[config.mk]
export PLATFORM = sky130hd
export DESIGN_NAME = bpa_ctrl
export DESIGN_NICKNAME = d
export VERILOG_FILES = /design/src/rtl/core/bpa_pkg.sv /design/src/rtl/core/bpa_ctrl.sv
export SDC_FILE = /design/constraint.sdc
export NUM_CORES = 1
export LEC_CHECK = 0
export ABC_AREA = 1
export BUFFER_PORTS_ARGS = -buffer_cell sky130_fd_sc_hd__buf_2
export CAP_MARGIN = 15
export CORE_AREA = 2 2 39 41
export CTS_CLUSTER_DIAMETER = 40
export DETAILED_ROUTE_END_ITERATION = 16
export DIE_AREA = 0 0 41 43
export PLACE_DENSITY = 0.75
export SETUP_SLACK_MARGIN = 0.3
export SLEW_MARGIN = 20
export SYNTH_ARGS = -nofsm -noshare
export SYNTH_HDL_FRONTEND = slang
export SYNTH_SLANG_ARGS = --single-unit
[constraint.sdc]
create_clock -name clk -period 1.1 [get_ports clk]
set_input_delay 0.165 -clock clk [delete_from_list [all_inputs] [get_ports clk]]
set_output_delay 0.165 -clock clk [all_outputs]
set_load 0.05 [all_outputs]
[src/rtl/core/bpa_pkg.sv]
`timescale 1ns / 1ps
// ----------------------------------------------------------------------------
// bpa_pkg
// Shared widths, codes and controller/datapath interface types of the
// bitmap page allocator.
// ----------------------------------------------------------------------------
package bpa_pkg;

  // Field widths
  localparam int CNT_W  = 17;
  localparam int PAGE_W = 16;

  // Defaults
  localparam int MAX_PAGES_DEF = 65536;
  localparam int TOTAL_RST     = 65536;

  // Command codes
  typedef enum logic {
    CMD_ALLOC = 1'b0,
    CMD_FREE  = 1'b1
  } bpa_op_t;

  // Controller to datapath commands
  typedef struct packed {
    logic scan_start;   // start a search at the cursor
    logic scan_retry;   // wrap the cursor to zero, search again
    logic scan_step;    // advance the run or the cursor by one probe
    logic scan_hit;     // run found: record it and arm the mark walk
    logic cursor_zero;  // zero-count allocate: clear cursor, report failure
    logic fill_free;    // arm the free walk from the input transaction
    logic fill_step;    // write one bitmap entry and advance the walk
    logic res_fail;     // report a failed allocation
    logic load_out;     // move the result into the output register
  } bpa_cmd_t;

  // Datapath to controller status
  typedef struct packed {
    logic scan_fail;    // cursor at or beyond the effective total
    logic scan_hit;     // probed page free and run reaches count
    logic fill_end;     // walk pointer at or beyond the map size
    logic rem_zero;     // walk has no pages left
    logic cnt_zero;     // input count is zero
    logic out_free;     // output register can take a result
  } bpa_sts_t;

endpackage

[src/rtl/core/bpa_ctrl.sv]
`timescale 1ns / 1ps
// ----------------------------------------------------------------------------
// bpa_ctrl
// Sequencer of the page allocator: clearing pass, next-fit search with one
// retry, bitmap write walk and result handoff.
// ----------------------------------------------------------------------------
module bpa_ctrl (
  input  logic              clk,
  input  logic              rst_n,
  input  logic              in_valid,
  input  logic              in_cmd,
  output logic              in_stall,
  input  bpa_pkg::bpa_sts_t sts,
  output bpa_pkg::bpa_cmd_t cmd
);
  import bpa_pkg::*;

  typedef enum logic [4:0] {
    ST_CLEAR = 5'b00001,
    ST_IDLE  = 5'b00010,
    ST_SCAN  = 5'b00100,
    ST_FILL  = 5'b01000,
    ST_RESP  = 5'b10000
  } state_t;

  state_t state_r, state_nxt;
  logic   pass_r, pass_nxt;

  // Take a transaction only between commands
  assign in_stall = (state_r != ST_IDLE);

  // Next state and commands
  always_comb begin
    state_nxt = state_r;
    pass_nxt  = pass_r;
    cmd       = '0;
    unique case (state_r)
      ST_CLEAR: begin
        if (sts.fill_end) begin
          state_nxt = ST_IDLE;
        end else begin
          cmd.fill_step = 1'b1;
        end
      end
      ST_IDLE: begin
        if (in_valid) begin
          if (in_cmd == CMD_FREE) begin
            cmd.fill_free = 1'b1;
            state_nxt     = ST_FILL;
          end else if (sts.cnt_zero) begin
            cmd.cursor_zero = 1'b1;
            state_nxt       = ST_RESP;
          end else begin
            cmd.scan_start = 1'b1;
            pass_nxt       = 1'b0;
            state_nxt      = ST_SCAN;
          end
        end
      end
      ST_SCAN: begin
        if (sts.scan_fail) begin
          if (!pass_r) begin
            cmd.scan_retry = 1'b1;
            pass_nxt       = 1'b1;
          end else begin
            cmd.res_fail = 1'b1;
            state_nxt    = ST_RESP;
          end
        end else if (sts.scan_hit) begin
          cmd.scan_hit = 1'b1;
          state_nxt    = ST_FILL;
        end else begin
          cmd.scan_step = 1'b1;
        end
      end
      ST_FILL: begin
        if (sts.rem_zero || sts.fill_end) begin
          state_nxt = ST_RESP;
        end else begin
          cmd.fill_step = 1'b1;
        end
      end
      ST_RESP: begin
        if (sts.out_free) begin
          cmd.load_out = 1'b1;
          state_nxt    = ST_IDLE;
        end
      end
      default: begin
        state_nxt = ST_IDLE;
      end
    endcase
  end

  // State registers
  always_ff @(posedge clk) begin
    if (!rst_n) begin
      state_r <= ST_CLEAR;
      pass_r  <= 1'b0;
    end else begin
      state_r <= state_nxt;
      pass_r  <= pass_nxt;
    end
  end

endmodule

After elaboration in Yosys (flattened, before gate mapping)
Index checks and enable logic that the tools add are counted.

Equal/unequal tests: 15. Muxes and demuxes: 38. Reduce and logical (&&, ||, !) cells: 4.

Operators by type and width (count): 5-bit two-way mux (9); 5-bit case mux with 5 select lines (1); 1-bit two-way mux (22); 2-bit != test, second input constant (7); 2-bit two-way mux (3); 3-bit != test, second input constant (2); 6-bit AND reduction (1); 5-bit by 1-bit equality test with 1-bit output, second input constant (1); 5-bit by 2-bit equality test with 1-bit output, second input constant (1); 5-bit by 3-bit equality test with 1-bit output, second input constant (1); 5-bit by 4-bit equality test with 1-bit output, second input constant (1); 5-bit equality test, second input constant (1); 5-bit by 2-bit != test with 1-bit output, second input constant (1); 5-bit AND reduction (1); 1-bit case mux with 2 select lines (2); 3-bit two-way mux (1); 2-bit nonzero test (1); 1-bit logical OR (1).

Register bits after elaboration: 6. Input bits: 10.

Longest topological paths before layout
Depth in word-level cells: 4. Mapped depth: 9. Depth with buffers taken out: 9.

Least setup slack after synthesis
Ideal clock, no wire load.

Kind: reg2out. Start point: register state_r[2]. End point: output port cmd[4] (netlist name). Arrival: 2.334 ns. Setup slack: -1.399 ns. Stages on the path, launching flop included: 4. Buffers on the path: 0. Cells stage by stage: dfxtp_1 -> nor2_4 -> nand4_1 -> nor3_1.

RTL lines: start: declaration (RTL line bpa_ctrl.sv:26) `state_t state_r, state_nxt;`; start signal: assignment (RTL line bpa_ctrl.sv:101) `state_r <= state_nxt;`; end: declaration (RTL line bpa_ctrl.sv:14) `output bpa_pkg::bpa_cmd_t cmd`.

==> metrics.md <==
| Metric | Value |
|---|---|
| Status | complete, but fails checks |
| Failing checks | setup timing |
| Final GP Congestion | 0.762 |
| Total internal power | between 1 and 1.5 mW |
| Most used cell, CP | nor2_4 |
| Final Hold Viols | 0 |
| Max Cap Viol | 0 |
| Die H | 43 um |
| DR iter-0 viols | 12 |
| Final period util | 1.34 |
| Power per cell area | 2210 nW/um2 |
| Area Growth Syn to Fin | 111% |
| Post-synthesis sequential area ratio | 0.238 |
| DRC viols | 0 |
| HP Class | primary input to register |
| Most frequent cells in the layout | buf_4, nand2_1, nor2_4 |
| Design area | ~1100 um2 |
| Skew-Pair Late Insertion Delay | around 0.25 ns |
| Hold Buf Count CTS | 0 |
| Maximum number of pins on one net before global-route repair | 9 |
| Placed Area | about 770 um2 |
| Post-Syn Area per Cell | approximately 5.8 um2 |
| IO Port Bufs | 19 |
| Setup WS pre-CTS | -0.238 ns |
| Clk_skew | a little under 0.008 ns |
| Initial antenna violation count | 0 |
| Critical-path cell list | nor2_4 > nand2_2 > nor2_4 > nand3_2 > clkinvlp_4 > buf_8 |
| Starting Density | 0.364 |
| RSZ-0062 raised after global routing | true |
| H-tree depth | 1 |
| I/O pin count | 20 |
| Final setup viols | 15 |
| Sw frac | 0.493 |
| NetSw | 1.16 mW |
| Buffer depth of the longest clock path | 2 |
| Clock share of power | 0.091 |
| DR WL/cell | 12.7 um |
| Clock sink total | 6 |
| First-pass GRT wire length | around 2600 um |
| Met3 usage in global routing | 0.0681 |
| CTS Buf Count | 3 |
| Clk root buf | clkbuf_4 |
| Slew Viols, Final | 0 |
| Slowest cell on the critical path | dfxtp_4 |
| Lkg Pwr | around 0.5 nW |
| Worst-path clk slew | ~0.05 ns |
| # diodes | 0 |
| Final net count | between 100 and 150 |
| Hold WS | 0.139 ns |
| Startpoint types | register |
| Commonest non-fill, non-tap cell in the layout | buf_4 |
| M1 GR Usage | 0.246 |
| Mapped cell area | 504 um2 |
| Design Power | 2.36 mW |
| Arrival @ worst endpoint | between 1 and 1.5 ns |
| Full die area | around 1800 um2 |
| Share of cells above drive strength 1 | 0.659 |
| Synth warn | 0 |
| Worst slew pin tran | ~0.26 ns |
| CP max FO | 4 |
| Number of global-route vias before repair | roughly 650 |
| Critical Path Max Stage Delay | 0.37 ns |
| CP Data Required Time | approximately 0.94 ns |
| Row Count | 14 |
| Synth area leader | dfxtp_1 |
| Mapped Nets | 97 |
| Top cells by area, synth | dfxtp_1, nor2_1, nand2_1 |
| Post-Syn Instances | 87 |
| TritonCTS clock tree | done |
| Most used routing layer | met2 |
| Crit path time final | 1.47 ns |
| Combinational power share | 0.707 |
| Sequential power share | 0.202 |
| Core Util, Final | 0.770 |
| Total global routing overflow | 0 |
| Core box area | about 1400 um2 |
| FMAX | ~680 MHz |
| Worst vdd ir | around 1200 uV |
| Die Width | about 40 um |
| Crit Path Class | register to output port |
| Synth top area share | 0.238 |
| Synth unique cells | 13 |
| #FFs+latches synth | 6 |
| Antenna viol nets, final | 0 |
| Setup ws final | -0.373 ns |
| Global router's overall resource usage | 0.221 |
| DR vias | between 700 and 800 |
| DR vias/cell | ~5.1 |
| CP endpoint kind | output port |
| Detail Placement HPWL | between 1000 and 1500 um |
| Drt first pass iters | 4 |
| Final WL | ~1800 um |
| M2 GR Usage | 0.381 |
| Normalized max-slew margin | 0.827 |
cells in the mapped netlist:
cell     number
a21oi_1       5
nor2_2        1
nand3_1      11
inv_1        10
inv_2         3
nand2_1      17
nor2_4        4
nand4_1       6
nand2_2       4
dfxtp_1       6
nor2_1       18
nor3_1        1
o21ai_0       1
flip-flops by register name (all words and copies together) (netlist names):
register / flops
state_r: 5
pass_r: 1
metrics by stage:
step | setup TNS, ns | cells
after floorplan | -2.87 | 87
after global placement | -2.35 | 132
after detailed placement | -2.59 | 132
after CTS | -4.38 | 140
after global routing | -5.85 | 145
final | -4.94 | 145
area by class of cell:
type                       count  area [um2]
multi-input combinational     69         500
timing repair buffer          38         334
fill                          98         318
sequential                     6         131
inverter                      13        57.6
clock buffer                   3        22.5
tap                           16        20.0
path summary, 6_finish.rpt:
kind,start,end,slack [ns],cells past startpoint
worst max-delay path,state_r[3],cmd[8],-0.37,6
worst min register to register,state_r[2],state_r[2],0.53,2
worst max register to register,state_r[3],state_r[4],-0.33,9
worst min-delay path,rst_n,state_r[0],0.14,2
worst max-delay path: cells and delay by family, from the launching register on:
kind | cells | cell delay [ns]
AND/OR/NAND/NOR | 4 | 0.45
flip-flops | 1 | 0.37
buffers and inverters | 2 | 0.23
layer usage:
metal / vias to the layer above / wire (um)
met1: 348 / 720
met2: 22 / 1020
met4: 0 / 28
met5: - / 0
met3: 4 / 80
li1: 368 / -
repair_timing:
action	CTS	global route
buffers inserted	4	5
setup endpoints to repair	16	16
gates cloned	1	0
gates resized for setup	46	9
pin swaps	9	8
kinds of logic after synthesis:
group	Yosys count	synth area share
and+or+nand+nor	62	0.605
DFF	6	0.238
AOI/OAI and AO/OA	6	0.0595
buffers and inverters	13	0.0968
power by group through the flow:
stage	logic [mW]	registers, mW	clock network, mW
after global routing	1.79	0.482	0.230
after detailed placement	1.14	0.429	0
final	1.67	0.477	0.215
after CTS	1.44	0.457	0.213
after global placement	1.13	0.423	0
after floorplan	0.770	0.433	0
Note: power is estimated with default switching activity, not from simulation.
